**src/lbec_pkg.sv**
```systemverilog
// Shared types, constants and lookup tables for the lamp button/effect controller.
// No dependencies; every other file in src imports this package.
`default_nettype none

package lbec_pkg;

   // Step counts of the selection wheels
   localparam int HUE_STEPS    = 33;
   localparam int EFFECT_COUNT = 6;
   localparam int SPEED_STEPS  = 6;
   localparam int SAT_STEPS    = 5;
   localparam int LIGHT_STEPS  = 5;

   // Reset selections
   localparam logic [5:0] HUE_RESET   = (HUE_STEPS > 14) ? 6'd14 : 6'd0;
   localparam logic [2:0] SAT_RESET   = 3'd4;
   localparam logic [2:0] LIGHT_RESET = 3'd2;
   localparam logic [2:0] SPEED_RESET = (SPEED_STEPS > 3) ? 3'd3 : 3'd0;

   // Glow limits in hundredths
   localparam int GLOW_MIN_HI = 15;
   localparam int GLOW_MAX_HI = 45;

   // Random hue remainder: q = (x * HUE_RECIP) >> HUE_RECIP_SHIFT is the exact quotient
   // for every 16-bit x and any hue count up to 64
   localparam int HUE_RECIP_SHIFT = 23;
   localparam int HUE_RECIP       = (2 ** HUE_RECIP_SHIFT + HUE_STEPS - 1) / HUE_STEPS;

   // Effect codes
   localparam logic [2:0] EFF_NONE        = 3'd0;
   localparam logic [2:0] EFF_GLOW        = 3'd1;
   localparam logic [2:0] EFF_GLOW_BLACK  = 3'd2;
   localparam logic [2:0] EFF_BLINK       = 3'd3;
   localparam logic [2:0] EFF_BLINK_BLACK = 3'd4;
   localparam logic [2:0] EFF_RANDOM      = 3'd5;

   // CSR indexes
   localparam logic [1:0] CSR_PRESS_THRESHOLD = 2'd0;
   localparam logic [1:0] CSR_BLINK_DARK      = 2'd1;
   localparam logic [1:0] CSR_ROLL_INTERVAL   = 2'd2;
   localparam logic [1:0] CSR_ROLL_TARGET     = 2'd3;

   // Shared divider widths
   localparam int DIV_W  = 32;
   localparam int DVSR_W = 20;

   typedef struct packed {
      logic [9:0]  hue_button_level;
      logic [9:0]  light_button_level;
      logic [9:0]  effect_button_level;
      logic [31:0] time_ms;
      logic [15:0] roll_random;
      logic [15:0] hue_random;
   } req_type;

   typedef struct packed {
      logic [5:0]  out_hue;
      logic [2:0]  out_sat;
      logic [10:0] out_lightness;
      logic [2:0]  out_effect;
      logic [2:0]  out_speed;
   } rsp_type;

   typedef struct packed {
      logic [9:0]  press_threshold;
      logic [15:0] blink_dark_ms;
      logic [15:0] roll_interval_ms;
      logic [8:0]  roll_target;
   } cfg_type;

   // Work handed from front to back
   typedef struct packed {
      logic [5:0]  hue;
      logic [2:0]  sat;
      logic [2:0]  light;
      logic [2:0]  effect;
      logic [2:0]  speed;
      logic        roll;
      logic [31:0] time_ms;
      logic [15:0] roll_random;
      logic [15:0] hue_random;
   } job_type;

   // Hue write-back after a roll
   typedef struct packed {
      logic       valid;
      logic [5:0] hue;
   } wb_type;

   typedef struct packed {
      logic              start;
      logic [DIV_W-1:0]  dividend;
      logic [DVSR_W-1:0] divisor;
   } div_req_type;

   typedef struct packed {
      logic              done;
      logic [DIV_W-1:0]  quotient;
      logic [DVSR_W-1:0] remainder;
   } div_rsp_type;

   // Effect period per speed; saturates at the last entry
   function automatic logic [13:0] period_ms(input logic [2:0] speed);
      logic [13:0] p;
      case (speed)
         3'd0:    p = 14'd1000;
         3'd1:    p = 14'd2000;
         3'd2:    p = 14'd3500;
         3'd3:    p = 14'd5000;
         3'd4:    p = 14'd7500;
         default: p = 14'd10000;
      endcase
      return p;
   endfunction

   // 100 * period, glow divisor
   function automatic logic [19:0] period_den(input logic [2:0] speed);
      logic [19:0] d;
      case (speed)
         3'd0:    d = 20'd100000;
         3'd1:    d = 20'd200000;
         3'd2:    d = 20'd350000;
         3'd3:    d = 20'd500000;
         3'd4:    d = 20'd750000;
         default: d = 20'd1000000;
      endcase
      return d;
   endfunction

   // 50 * period, rounding bias of the glow division
   function automatic logic [18:0] period_half(input logic [2:0] speed);
      logic [18:0] h;
      case (speed)
         3'd0:    h = 19'd50000;
         3'd1:    h = 19'd100000;
         3'd2:    h = 19'd175000;
         3'd3:    h = 19'd250000;
         3'd4:    h = 19'd375000;
         default: h = 19'd500000;
      endcase
      return h;
   endfunction

   // 3% of the period, roll range
   function automatic logic [8:0] roll_limit(input logic [2:0] speed);
      logic [8:0] l;
      case (speed)
         3'd0:    l = 9'd30;
         3'd1:    l = 9'd60;
         3'd2:    l = 9'd105;
         3'd3:    l = 9'd150;
         3'd4:    l = 9'd225;
         default: l = 9'd300;
      endcase
      return l;
   endfunction

   // Lightness table in Q10
   function automatic logic [10:0] light_q10(input logic [2:0] idx);
      logic [10:0] v;
      case (idx)
         3'd0:    v = 11'd164;
         3'd1:    v = 11'd338;
         3'd2:    v = 11'd512;
         3'd3:    v = 11'd768;
         default: v = 11'd1024;
      endcase
      return v;
   endfunction

   // Quarter lightness, dark phase of plain blink
   function automatic logic [10:0] light_dim_q10(input logic [2:0] idx);
      logic [10:0] v;
      case (idx)
         3'd0:    v = 11'd41;
         3'd1:    v = 11'd84;
         3'd2:    v = 11'd128;
         3'd3:    v = 11'd192;
         default: v = 11'd256;
      endcase
      return v;
   endfunction

endpackage

`default_nettype wire

```
**src/lbec_div.sv**
```systemverilog
// Shared restoring divider, one quotient bit per cycle.
// Depends on lbec_pkg (widths and request/response structs).
`default_nettype none

module lbec_div (
   input  wire                       clock,
   input  wire                       reset,
   input  lbec_pkg::div_req_type     div_req,
   output lbec_pkg::div_rsp_type     div_rsp
);
   import lbec_pkg::*;

   localparam int CNT_W = $clog2(DIV_W);

   logic [DVSR_W-1:0] rem_ff, rem_in;
   logic [DIV_W-1:0]  quo_ff, quo_in;
   logic [DVSR_W-1:0] dvsr_ff, dvsr_in;
   logic [CNT_W-1:0]  cnt_ff, cnt_in;
   logic              busy_ff, busy_in;
   logic              done_ff, done_in;

   logic [DVSR_W:0]   trial;
   logic [DVSR_W:0]   diff;
   logic              ge;

   always_comb begin
      trial   = {rem_ff, quo_ff[DIV_W-1]};
      diff    = trial - {1'b0, dvsr_ff};
      ge      = (trial >= {1'b0, dvsr_ff});
      rem_in  = rem_ff;
      quo_in  = quo_ff;
      dvsr_in = dvsr_ff;
      cnt_in  = cnt_ff;
      busy_in = busy_ff;
      done_in = 1'b0;
      if (div_req.start) begin
         rem_in  = '0;
         quo_in  = div_req.dividend;
         dvsr_in = div_req.divisor;
         cnt_in  = '0;
         busy_in = 1'b1;
      end else if (busy_ff) begin
         rem_in = ge ? diff[DVSR_W-1:0] : trial[DVSR_W-1:0];
         quo_in = {quo_ff[DIV_W-2:0], ge};
         cnt_in = cnt_ff + 1'b1;
         if (cnt_ff == CNT_W'(DIV_W - 1)) begin
            busy_in = 1'b0;
            done_in = 1'b1;
         end
      end
   end

   always_ff @(posedge clock) begin
      rem_ff  <= rem_in;
      quo_ff  <= quo_in;
      dvsr_ff <= dvsr_in;
      cnt_ff  <= cnt_in;
      busy_ff <= busy_in;
      done_ff <= done_in;
      if (reset) begin
         busy_ff <= 1'b0;
         done_ff <= 1'b0;
      end
   end

   assign div_rsp.done      = done_ff;
   assign div_rsp.quotient  = quo_ff;
   assign div_rsp.remainder = rem_ff;

endmodule

`default_nettype wire

```
**src/lbec_fifo.sv**
```systemverilog
// Two-entry job queue between front and back.
// Depends on lbec_pkg (job_type).
`default_nettype none

module lbec_fifo (
   input  wire                  clock,
   input  wire                  reset,
   input  wire                  push,
   input  lbec_pkg::job_type    wr_data,
   input  wire                  pop,
   output lbec_pkg::job_type    rd_data,
   output logic                 full,
   output logic                 empty
);
   import lbec_pkg::*;

   localparam int DEPTH = 2;
   localparam int PTR_W = $clog2(DEPTH);

   job_type          entry_ff [DEPTH];
   logic [PTR_W-1:0] wr_ptr_ff, wr_ptr_in;
   logic [PTR_W-1:0] rd_ptr_ff, rd_ptr_in;
   logic [PTR_W:0]   count_ff, count_in;

   always_comb begin
      wr_ptr_in = push ? wr_ptr_ff + 1'b1 : wr_ptr_ff;
      rd_ptr_in = pop  ? rd_ptr_ff + 1'b1 : rd_ptr_ff;
      count_in  = count_ff + (PTR_W+1)'(push) - (PTR_W+1)'(pop);
   end

   always_ff @(posedge clock) begin
      if (push) begin
         entry_ff[wr_ptr_ff] <= wr_data;
      end
      wr_ptr_ff <= wr_ptr_in;
      rd_ptr_ff <= rd_ptr_in;
      count_ff  <= count_in;
      if (reset) begin
         wr_ptr_ff <= '0;
         rd_ptr_ff <= '0;
         count_ff  <= '0;
      end
   end

   assign rd_data = entry_ff[rd_ptr_ff];
   assign full    = (count_ff == (PTR_W+1)'(DEPTH));
   assign empty   = (count_ff == '0);

endmodule

`default_nettype wire

```
**src/lbec_front.sv**
```systemverilog
// Front end: takes requests, decodes button edges and combos, holds the selections,
// decides on a colour roll and queues the job. Depends on lbec_pkg.
`default_nettype none

module lbec_front (
   input  wire                  clock,
   input  wire                  reset,
   input  lbec_pkg::cfg_type    cfg,
   input  wire                  req_valid,
   output logic                 req_stall,
   input  lbec_pkg::req_type    req_data,
   input  wire                  q_full,
   output logic                 q_push,
   output lbec_pkg::job_type    q_data,
   input  lbec_pkg::wb_type     wb
);
   import lbec_pkg::*;

   logic [5:0]  hue_ff, hue_in;
   logic [2:0]  sat_ff, sat_in;
   logic [2:0]  light_ff, light_in;
   logic [2:0]  effect_ff, effect_in;
   logic [2:0]  speed_ff, speed_in;
   logic [2:0]  prev_held_ff, prev_held_in;
   logic [2:0]  cancel_ff, cancel_in;
   logic [31:0] last_roll_ff, last_roll_in;
   logic        hue_wait_ff, hue_wait_in;

   logic        accept;
   logic [2:0]  held, rel;
   logic [9:0]  lv [3];
   logic        roll;
   logic [31:0] since_roll;
   logic [6:0]  hue_inc;
   logic [3:0]  sat_inc, light_inc, effect_inc, speed_inc;

   assign req_stall = q_full | hue_wait_ff;
   assign accept    = req_valid & ~req_stall;

   always_comb begin
      lv[0] = req_data.hue_button_level;
      lv[1] = req_data.light_button_level;
      lv[2] = req_data.effect_button_level;
      for (int i = 0; i < 3; i++) begin
         held[i] = lv[i] > cfg.press_threshold;
         rel[i]  = lv[i] < cfg.press_threshold;
      end

      hue_inc    = {1'b0, hue_ff} + 7'd1;
      sat_inc    = {1'b0, sat_ff} + 4'd1;
      light_inc  = {1'b0, light_ff} + 4'd1;
      effect_inc = {1'b0, effect_ff} + 4'd1;
      speed_inc  = {1'b0, speed_ff} + 4'd1;

      hue_in       = hue_ff;
      sat_in       = sat_ff;
      light_in     = light_ff;
      effect_in    = effect_ff;
      speed_in     = speed_ff;
      cancel_in    = cancel_ff;
      prev_held_in = prev_held_ff;
      last_roll_in = last_roll_ff;
      hue_wait_in  = hue_wait_ff;
      roll         = 1'b0;
      since_roll   = req_data.time_ms - last_roll_ff;

      if (accept) begin
         // first matching rule wins
         if (held[0] && prev_held_ff[1] && rel[1]) begin
            cancel_in[0] = 1'b1;
            sat_in = (sat_inc >= 4'(SAT_STEPS)) ? 3'd0 : sat_inc[2:0];
         end else if (held[2] && prev_held_ff[1] && rel[1]) begin
            cancel_in[2] = 1'b1;
            speed_in = (speed_inc >= 4'(SPEED_STEPS)) ? 3'd0 : speed_inc[2:0];
         end else if (rel[0] && prev_held_ff[0]) begin
            if (cancel_ff[0]) cancel_in[0] = 1'b0;
            else hue_in = (hue_inc >= 7'(HUE_STEPS)) ? 6'd0 : hue_inc[5:0];
         end else if (rel[1] && prev_held_ff[1]) begin
            if (cancel_ff[1]) cancel_in[1] = 1'b0;
            else light_in = (light_inc >= 4'(LIGHT_STEPS)) ? 3'd0 : light_inc[2:0];
         end else if (rel[2] && prev_held_ff[2]) begin
            if (cancel_ff[2]) cancel_in[2] = 1'b0;
            else effect_in = (effect_inc >= 4'(EFFECT_COUNT)) ? 3'd0 : effect_inc[2:0];
         end
         prev_held_in = held;

         roll = (effect_in == EFF_RANDOM) && (since_roll > {16'd0, cfg.roll_interval_ms});
         if (roll) begin
            last_roll_in = req_data.time_ms;
            hue_wait_in  = 1'b1;   // hue may change; hold off until back reports it
         end
      end else if (wb.valid) begin
         hue_in      = wb.hue;
         hue_wait_in = 1'b0;
      end

      q_data.hue         = hue_in;
      q_data.sat         = sat_in;
      q_data.light       = light_in;
      q_data.effect      = effect_in;
      q_data.speed       = speed_in;
      q_data.roll        = roll;
      q_data.time_ms     = req_data.time_ms;
      q_data.roll_random = req_data.roll_random;
      q_data.hue_random  = req_data.hue_random;
   end

   assign q_push = accept;

   always_ff @(posedge clock) begin
      hue_ff       <= hue_in;
      sat_ff       <= sat_in;
      light_ff     <= light_in;
      effect_ff    <= effect_in;
      speed_ff     <= speed_in;
      prev_held_ff <= prev_held_in;
      cancel_ff    <= cancel_in;
      last_roll_ff <= last_roll_in;
      hue_wait_ff  <= hue_wait_in;
      if (reset) begin
         hue_ff       <= HUE_RESET;
         sat_ff       <= SAT_RESET;
         light_ff     <= LIGHT_RESET;
         effect_ff    <= EFF_NONE;
         speed_ff     <= SPEED_RESET;
         prev_held_ff <= '0;
         cancel_ff    <= '0;
         last_roll_ff <= '0;
         hue_wait_ff  <= 1'b0;
      end
   end

endmodule

`default_nettype wire

```
**src/lbec_back.sv**
```systemverilog
// Back end: pulls jobs, works out lightness (table, glow, blink) with the shared divider
// and the random hue by reciprocal multiply, and holds the response register. Depends on lbec_pkg.
`default_nettype none

module lbec_back (
   input  wire                    clock,
   input  wire                    reset,
   input  lbec_pkg::cfg_type      cfg,
   input  wire                    q_empty,
   input  lbec_pkg::job_type      q_data,
   output logic                   q_pop,
   output lbec_pkg::div_req_type  div_req,
   input  lbec_pkg::div_rsp_type  div_rsp,
   output lbec_pkg::wb_type       wb,
   output logic                   rsp_valid,
   input  wire                    rsp_stall,
   output lbec_pkg::rsp_type      rsp_data
);
   import lbec_pkg::*;

   typedef enum logic [2:0] {
      ST_IDLE,
      ST_DIV_T,
      ST_DIV_GLOW,
      ST_DIV_ROLL,
      ST_HUE_MOD,
      ST_DONE
   } state_type;

   state_type         state_ff, state_in;
   job_type           job_ff, job_in;
   logic              div_start_ff, div_start_in;
   logic [DIV_W-1:0]  dividend_ff, dividend_in;
   logic [DVSR_W-1:0] divisor_ff, divisor_in;
   logic [10:0]       light_ff, light_in;
   logic [5:0]        hue_ff, hue_in;
   logic              wb_valid_ff, wb_valid_in;
   logic              rsp_valid_ff, rsp_valid_in;
   rsp_type           rsp_data_ff, rsp_data_in;
   logic [15:0]       hue_quo_ff, hue_quo_in;

   logic [13:0]       p_new, p_job;
   logic [13:0]       r;
   logic [14:0]       twice_r, d;
   logic [5:0]        min_w, span_w;
   logic [18:0]       x;
   logic [5:0]        hue_rem;

   always_comb begin
      p_new   = period_ms(q_data.speed);
      p_job   = period_ms(job_ff.speed);
      r       = div_rsp.remainder[13:0];
      twice_r = {r, 1'b0};
      d       = (twice_r >= {1'b0, p_job}) ? twice_r - {1'b0, p_job}
                                           : {1'b0, p_job} - twice_r;
      min_w   = (job_ff.effect == EFF_GLOW) ? 6'(GLOW_MIN_HI) : 6'd0;
      span_w  = 6'(GLOW_MAX_HI) - min_w;
      x       = 19'(min_w * p_job) + 19'(span_w * d);

      // hue_random / HUE_STEPS, registered; job_ff is steady long before it is needed
      hue_quo_in = 16'((39'(job_ff.hue_random) * 39'(HUE_RECIP)) >> HUE_RECIP_SHIFT);
      hue_rem    = 6'(job_ff.hue_random - 16'(hue_quo_ff * HUE_STEPS));

      state_in     = state_ff;
      job_in       = job_ff;
      div_start_in = 1'b0;
      dividend_in  = dividend_ff;
      divisor_in   = divisor_ff;
      light_in     = light_ff;
      hue_in       = hue_ff;
      wb_valid_in  = 1'b0;
      rsp_valid_in = rsp_valid_ff & rsp_stall;
      rsp_data_in  = rsp_data_ff;
      q_pop        = 1'b0;

      case (state_ff)
         ST_IDLE: begin
            if (!q_empty) begin
               q_pop    = 1'b1;
               job_in   = q_data;
               hue_in   = q_data.hue;
               light_in = light_q10(q_data.light);
               if (q_data.effect == EFF_GLOW || q_data.effect == EFF_GLOW_BLACK) begin
                  dividend_in  = q_data.time_ms;
                  divisor_in   = DVSR_W'(p_new);
                  div_start_in = 1'b1;
                  state_in     = ST_DIV_T;
               end else if (q_data.effect inside {EFF_BLINK, EFF_BLINK_BLACK}) begin
                  dividend_in  = q_data.time_ms;
                  divisor_in   = DVSR_W'(p_new) + DVSR_W'(cfg.blink_dark_ms);
                  div_start_in = 1'b1;
                  state_in     = ST_DIV_T;
               end else if (q_data.effect == EFF_RANDOM && q_data.roll) begin
                  dividend_in  = DIV_W'(q_data.roll_random);
                  divisor_in   = DVSR_W'(roll_limit(q_data.speed));
                  div_start_in = 1'b1;
                  state_in     = ST_DIV_ROLL;
               end else begin
                  state_in = ST_DONE;
               end
            end
         end
         ST_DIV_T: begin
            if (div_rsp.done) begin
               if (job_ff.effect == EFF_GLOW || job_ff.effect == EFF_GLOW_BLACK) begin
                  // round(1024 * x / (100 P)), half up
                  dividend_in  = {3'd0, x, 10'd0} + DIV_W'(period_half(job_ff.speed));
                  divisor_in   = period_den(job_ff.speed);
                  div_start_in = 1'b1;
                  state_in     = ST_DIV_GLOW;
               end else begin
                  if (div_rsp.remainder >= DVSR_W'(p_job)) begin
                     light_in = (job_ff.effect == EFF_BLINK) ? light_dim_q10(job_ff.light)
                                                             : 11'd0;
                  end
                  state_in = ST_DONE;
               end
            end
         end
         ST_DIV_GLOW: begin
            if (div_rsp.done) begin
               light_in = div_rsp.quotient[10:0];
               state_in = ST_DONE;
            end
         end
         ST_DIV_ROLL: begin
            if (div_rsp.done) begin
               if (div_rsp.remainder == DVSR_W'(cfg.roll_target)) begin
                  state_in = ST_HUE_MOD;
               end else begin
                  wb_valid_in = 1'b1;
                  state_in    = ST_DONE;
               end
            end
         end
         ST_HUE_MOD: begin
            hue_in      = hue_rem;
            wb_valid_in = 1'b1;
            state_in    = ST_DONE;
         end
         ST_DONE: begin
            if (!rsp_valid_ff || !rsp_stall) begin
               rsp_valid_in              = 1'b1;
               rsp_data_in.out_hue       = hue_ff;
               rsp_data_in.out_sat       = job_ff.sat;
               rsp_data_in.out_lightness = light_ff;
               rsp_data_in.out_effect    = job_ff.effect;
               rsp_data_in.out_speed     = job_ff.speed;
               state_in                  = ST_IDLE;
            end
         end
         default: state_in = ST_IDLE;
      endcase
   end

   always_ff @(posedge clock) begin
      state_ff     <= state_in;
      job_ff       <= job_in;
      div_start_ff <= div_start_in;
      dividend_ff  <= dividend_in;
      divisor_ff   <= divisor_in;
      light_ff     <= light_in;
      hue_ff       <= hue_in;
      wb_valid_ff  <= wb_valid_in;
      rsp_valid_ff <= rsp_valid_in;
      rsp_data_ff  <= rsp_data_in;
      hue_quo_ff   <= hue_quo_in;
      if (reset) begin
         state_ff     <= ST_IDLE;
         div_start_ff <= 1'b0;
         wb_valid_ff  <= 1'b0;
         rsp_valid_ff <= 1'b0;
      end
   end

   assign div_req.start    = div_start_ff;
   assign div_req.dividend = dividend_ff;
   assign div_req.divisor  = divisor_ff;
   assign wb.valid         = wb_valid_ff;
   assign wb.hue           = hue_ff;
   assign rsp_valid        = rsp_valid_ff;
   assign rsp_data         = rsp_data_ff;

endmodule

`default_nettype wire

```
**src/lamp_button_effect_controller_unit.sv**
```systemverilog
// Top level of the lamp button/effect controller: CSRs, front, job queue, back, divider.
// Depends on lbec_pkg, lbec_front, lbec_fifo, lbec_back, lbec_div.
//
//  channel | direction | handshake              | payload
//  --------+-----------+------------------------+-------------------------------
//  req_    | in        | req_valid / req_stall  | lbec_pkg::req_type (one tick)
//  rsp_    | out       | rsp_valid / rsp_stall  | lbec_pkg::rsp_type (one per request)
//  csr_    | in        | csr_valid / csr_ready  | csr_index (2b), csr_data (16b)
//
// Work per request in the back end: table lightness takes no division, blink or a roll
// takes one (a roll that hits adds a hue step), glow takes two; each division runs
// through the shared 32-step divider, one quotient bit per cycle.
// Reset is synchronous and active high; selections return to their defaults.
// req_stall rises when the two-entry job queue is full, and after a request that
// rolls the colour until the back end has returned the new hue.
// A stalled response register holds; the front keeps accepting into the queue meanwhile.
`default_nettype none

module lamp_button_effect_controller_unit (
   input  wire                  clock,
   input  wire                  reset,
   input  wire                  req_valid,
   output logic                 req_stall,
   input  lbec_pkg::req_type    req_data,
   output logic                 rsp_valid,
   input  wire                  rsp_stall,
   output lbec_pkg::rsp_type    rsp_data,
   input  wire                  csr_valid,
   output logic                 csr_ready,
   input  wire  [1:0]           csr_index,
   input  wire  [15:0]          csr_data
);
   import lbec_pkg::*;

   cfg_type     cfg_ff, cfg_in;
   logic        q_push, q_pop, q_full, q_empty;
   job_type     q_wr_data, q_rd_data;
   wb_type      wb;
   div_req_type div_req;
   div_rsp_type div_rsp;

   // CSR writes are always accepted and registered straight into cfg
   assign csr_ready = 1'b1;

   always_comb begin
      cfg_in = cfg_ff;
      if (csr_valid) begin
         case (csr_index)
            CSR_PRESS_THRESHOLD: cfg_in.press_threshold  = csr_data[9:0];
            CSR_BLINK_DARK:      cfg_in.blink_dark_ms    = csr_data;
            CSR_ROLL_INTERVAL:   cfg_in.roll_interval_ms = csr_data;
            CSR_ROLL_TARGET:     cfg_in.roll_target      = csr_data[8:0];
            default:             cfg_in = cfg_ff;
         endcase
      end
   end

   always_ff @(posedge clock) begin
      cfg_ff <= cfg_in;
      if (reset) begin
         cfg_ff.press_threshold  <= 10'd800;
         cfg_ff.blink_dark_ms    <= 16'd500;
         cfg_ff.roll_interval_ms <= 16'd1000;
         cfg_ff.roll_target      <= 9'd11;
      end
   end

   // Front: edge/combo decode and selection state
   lbec_front u_front (
      .clock     (clock),
      .reset     (reset),
      .cfg       (cfg_ff),
      .req_valid (req_valid),
      .req_stall (req_stall),
      .req_data  (req_data),
      .q_full    (q_full),
      .q_push    (q_push),
      .q_data    (q_wr_data),
      .wb        (wb)
   );

   // Job queue decouples decode from the divider work
   lbec_fifo u_fifo (
      .clock   (clock),
      .reset   (reset),
      .push    (q_push),
      .wr_data (q_wr_data),
      .pop     (q_pop),
      .rd_data (q_rd_data),
      .full    (q_full),
      .empty   (q_empty)
   );

   // Back: lightness and roll, owns the response register
   lbec_back u_back (
      .clock     (clock),
      .reset     (reset),
      .cfg       (cfg_ff),
      .q_empty   (q_empty),
      .q_data    (q_rd_data),
      .q_pop     (q_pop),
      .div_req   (div_req),
      .div_rsp   (div_rsp),
      .wb        (wb),
      .rsp_valid (rsp_valid),
      .rsp_stall (rsp_stall),
      .rsp_data  (rsp_data)
   );

   lbec_div u_div (
      .clock   (clock),
      .reset   (reset),
      .div_req (div_req),
      .div_rsp (div_rsp)
   );

   // Lightness never exceeds 1.0 in Q10
   a_light_range: assert property (@(posedge clock) disable iff (reset)
      rsp_valid |-> (rsp_data.out_lightness <= 11'd1024))
      else $error("lightness out of range");

   // Selections stay inside their wheels
   a_sel_range: assert property (@(posedge clock) disable iff (reset)
      rsp_valid |-> ({1'b0, rsp_data.out_hue} < 7'(HUE_STEPS)) &&
                    ({1'b0, rsp_data.out_sat} < 4'(SAT_STEPS)) &&
                    ({1'b0, rsp_data.out_effect} < 4'(EFFECT_COUNT)) &&
                    ({1'b0, rsp_data.out_speed} < 4'(SPEED_STEPS)))
      else $error("selection out of range");

   // A hue write-back only arrives while the front is holding off requests
   a_wb_while_stalled: assert property (@(posedge clock) disable iff (reset)
      wb.valid |-> req_stall)
      else $error("hue write-back without pending roll");

   // A roll hold-off is cleared by the write-back the cycle after it
   a_wb_releases: assert property (@(posedge clock) disable iff (reset)
      wb.valid && !q_full |=> !req_stall)
      else $error("roll hold-off not released");

endmodule

`default_nettype wire
```
**config.mk**
```make
export PLATFORM = sky130hd
export DESIGN_NAME = lamp_button_effect_controller_unit
export DESIGN_NICKNAME = d
export VERILOG_FILES = /design/src/lbec_pkg.sv /design/src/lbec_div.sv /design/src/lbec_fifo.sv /design/src/lbec_front.sv /design/src/lbec_back.sv /design/src/lamp_button_effect_controller_unit.sv
export SDC_FILE = /design/constraint.sdc
export NUM_CORES = 1
export LEC_CHECK = 0
export ABC_AREA = 1
export ABC_CLOCK_PERIOD_IN_PS = 19100
export BUFFER_PORTS_ARGS = -buffer_cell sky130_fd_sc_hd__buf_2
export CORE_MARGIN = 1.5
export CORE_UTILIZATION = 52
export DETAILED_ROUTE_END_ITERATION = 10
export PLACE_DENSITY = 0.68
export SYNTH_ARGS = -nofsm -noshare
export SYNTH_HDL_FRONTEND = slang
export SYNTH_SLANG_ARGS = --single-unit
```
**constraint.sdc**
```tcl
create_clock -name clock -period 19.1 [get_ports clock]
set_input_delay 2.865 -clock clock [delete_from_list [all_inputs] [get_ports clock]]
set_output_delay 2.865 -clock clock [all_outputs]
set_load 0.03 [all_outputs]
```
==> summary.md <==
| Metric | Value |
|---|---|
| Outcome | `completed` |
| Library cell used as clock root buffer | `clkbuf_16` |
| Final antenna-violating net count | `0` |
| Hold Fails Final Rpt | `0` |
| Count of buffer and inverter cells on the critical path | `12` |
| Portion of the clock cycle consumed by the worst path in the final layout | `0.4837` |
| Fmax | `between 100 and 150 MHz` |
| Mean area per synthesized cell | `8.618 um2` |
| Finish-stage setup viols | `0` |
| Post CTS Setup Buffer Count | `0` |
| I/O pin cnt | `around 150` |
| DR WL/cell | `17.12 um` |
| Vias in the first global route | `25090` |
| Largest net degree at the start of global routing | `97` |
| Synth async-reset ratio | `0` |
| Layout overhead on the synthesized area | `9.622%` |
| Transition time of the tightest slew-check pin | `1215 ps` |
| Share of final-layout standard cells stronger than drive strength 1 | `0.08080` |
| Final period demand of the worst path | `9238 ps` |
| Die outline width | `259.0 um` |
| MaxCap Viol Count | `0` |
| Number of flops mapped to enable cells by yosys | `between 300 and 400` |
| Sequential share of the synthesized area | `0.3893` |
| Synthesized net count | `between 4000 and 5000` |
| CTS tree | `built` |
| Post-synthesis instance total | `approximately 4000` |
| Final Routed Wirelength | `85020 um` |
| Number of buffers inserted during clock tree synthesis | `51` |
| Number of levels in the clock H-tree | `2` |
| Startpoint type of the worst setup path | `register` |
| Port-buffer cells | `144` |
| Initial Util | `0.5275` |
| Clock Sinks | `around 490` |
| Post-CTS Hold Buffers | `0` |
| Row Count | `93` |
| Worst hold path class | `reg2reg` |
| Insertion delay of the later-clocked pin in the worst-skew pair | `620 ps` |
| Number of iterations in the first detailed-routing pass | `6` |
| Number of design-rule violations left by the first detailed-router iteration | `2017` |
| Post-CTS resize count | `0` |
| CTS clock-pin slew for the worst setup and hold paths | `60 ps` |
| Tightest slew margin relative to the limit | `0.1791` |
| Slowest library cell on the worst path | `edfxtp_1` |
| Total via count after detailed routing | `26210` |
| Worst Path Arrival | `9600 ps` |
| Total global routing overflow | `0` |
| Setup_tns | `0 ps` |
| First-pass GRT wire length | `136100 um` |
| Post-layout utilization of the core | `0.5783` |
| Area of the mapped netlist | `34070 um2` |
| HPWL after detailed placement | `65840 um` |
| Data required, critical path | `19470 ps` |
| Placeable core area | `around 65000 um2` |
| Top flip-flop cell by instance count after synthesis | `edfxtp_1` |
| Last weighted congestion value of the routability-driven placer | `between 0.9 and 1` |
| Maximum cell stage delay along the critical path | `about 610 ps` |
| Overall Global Routing Usage | `0.2574` |
| Initial antenna violation count | `2` |
| Worst setup path category | `reg2reg` |
| Setup repair after global routing missed its margin | `no` |
| Slew Viols, Final | `0` |
| Maximum clock insertion buffer count | `3` |
| Y dimension of the die | `259.0 um` |
| Total DRC errors in the routed layout | `0` |
| Warnings from Yosys | `0` |
| CP Capture Type | `register` |
| Flip-flop and latch count after synthesis | `between 400 and 500` |
| NumNets Final | `4666` |
| Top cell by count, worst path | `inv_1` |
| Die footprint | `around 67000 um2` |
| Vias/cell | `between 5 and 6` |
| Netlist cell types | `65` |
| Category of cells accounting for the largest share of critical-path delay | `adder cells` |
| Highest net fanout along the worst path | `15` |
| Worst clock skew | `24.00 ps` |
==> worst reg2reg max path, delay by kind of cell, from the launching register on <==
| family | cells | cell delay, ps |
|---|---|---|
| AO/OA/AOI/OAI | 8 | 1350 |
| XOR/XNOR | 2 | 370 |
| adder cells (fa/ha/maj) | 8 | 3560 |
| buffers and inverters | 12 | 940 |
| flip-flops | 1 | 610 |
| AND/OR/NAND/NOR | 14 | 2160 |
==> synthesized netlist by cell type (13+ instances only) <==
cell,number,area (um2)
dfxtp_1,151,3023
fa_1,163,3263
edfxtp_1,341,10240
o211ai_1,33,247.7
nand2_1,912,3423
nor2_1,271,1017
o21ai_0,196,980.9
ha_1,318,3979
clkbuf_1,70,262.8
inv_2,18,67.56
nor3_1,29,145.1
xor2_1,71,621.9
nand3_1,116,580.6
nor2_2,14,87.58
xnor2_1,25,219.0
o21ai_1,16,80.08
o22ai_1,20,125.1
a21oi_1,219,1096
or2_2,14,87.58
nand4_1,64,400.4
inv_1,694,2605
a31oi_1,13,81.33
==> through the flow <==
stage / area, um2 / setup WS, ps / hold WS (ps) / instances
after global routing: 37350 / 9109 / 424.4 / 4965
after detailed placement: 35600 / 9984 / 404.5 / 4870
after global placement: 35600 / 10110 / 402.5 / 4870
final: 37350 / 9862 / 406.6 / 4965
after floorplan: 34070 / 11190 / 400.3 / 3953
after CTS: 37340 / 9898 / 410.1 / 4964
==> path summary, 6_finish.rpt <==
path | startpoint | endpoint | slack [ps] | cells past startpoint
max | u_back.job_ff[67]$_DFFE_PP_ | u_back.dividend_ff[28]$_DFFE_PP_ | 9860 | 44
min reg2reg | u_back.divisor_ff[10]$_DFFE_PP_ | u_div.dvsr_ff[10]$_DFFE_PP_ | 410 | 0
min | u_back.divisor_ff[10]$_DFFE_PP_ | u_div.dvsr_ff[10]$_DFFE_PP_ | 410 | 0
max reg2reg | u_back.job_ff[67]$_DFFE_PP_ | u_back.dividend_ff[28]$_DFFE_PP_ | 9860 | 44
==> flip-flops by register name (all words and copies together), names as in the netlist, 5 cells and up, named ones only <==
signal	count
u_back.rsp_data	26
u_back.hue_ff	6
u_front.hue_ff	6
u_back.job_ff	28
u_div.dvsr_ff	20
u_div.quo_ff	32
u_div.rem_ff	20
u_front.last_roll_ff	32
u_div.cnt_ff	5
u_back.dividend_ff	32
u_back.light_ff	11
u_back.divisor_ff	20
u_fifo.entry_ff	166
cfg_ff	51
u_back.hue_quo_ff	6
==> final cells by class <==
cell class | instances | area, um2
clock buffers | 59 | 1316
diodes | 1 | 2.502
flip-flops and latches | 492 | 13270
well taps | 855 | 1070
fillers | 5851 | 27230
multi-input cells | 2647 | 17730
repair buffers | 162 | 855.8
inverters | 714 | 2680
clock inverters | 35 | 427.9
==> metal layers <==
layer	global-route usage	routed length [um]	up-vias	part of all wire
li1	-	-	13070	-
met1	0.3790	39840	12270	0.47
met2	0.4007	37580	762	0.44
met3	0.03583	5660	105	0.067
met4	0.06254	1933	2	0.023
met5	0	12	-	0.00014
==> placed cells by master, fill, tap and decap left out, types with 144 or more instances in the layout <==
cell type	n
buf_2	144
ha_1	318
edfxtp_1	341
nand2_1	912
dfxtp_1	149
o21ai_0	196
a21oi_1	218
inv_1	693
nor2_1	268
fa_1	163
==> cells by family (layout without fill, tap and decap cells) <==
group / Yosys count / after routing / synth area share
other cells: 2 / 3 / 0.0002204
xor+xnor: 97 / 97 / 0.02516
simple gates: 1480 / 1480 / 0.1822
fa+ha+maj: 481 / 481 / 0.2126
mux: 11 / 11 / 0.003232
buf+inv: 814 / 970 / 0.09181
flops: 492 / 492 / 0.3893
compound gates: 576 / 576 / 0.09549
Power is left out: the tool's default activity adds up to more than one toggle a clock period on the data nets, which glitch-free logic cannot reach.
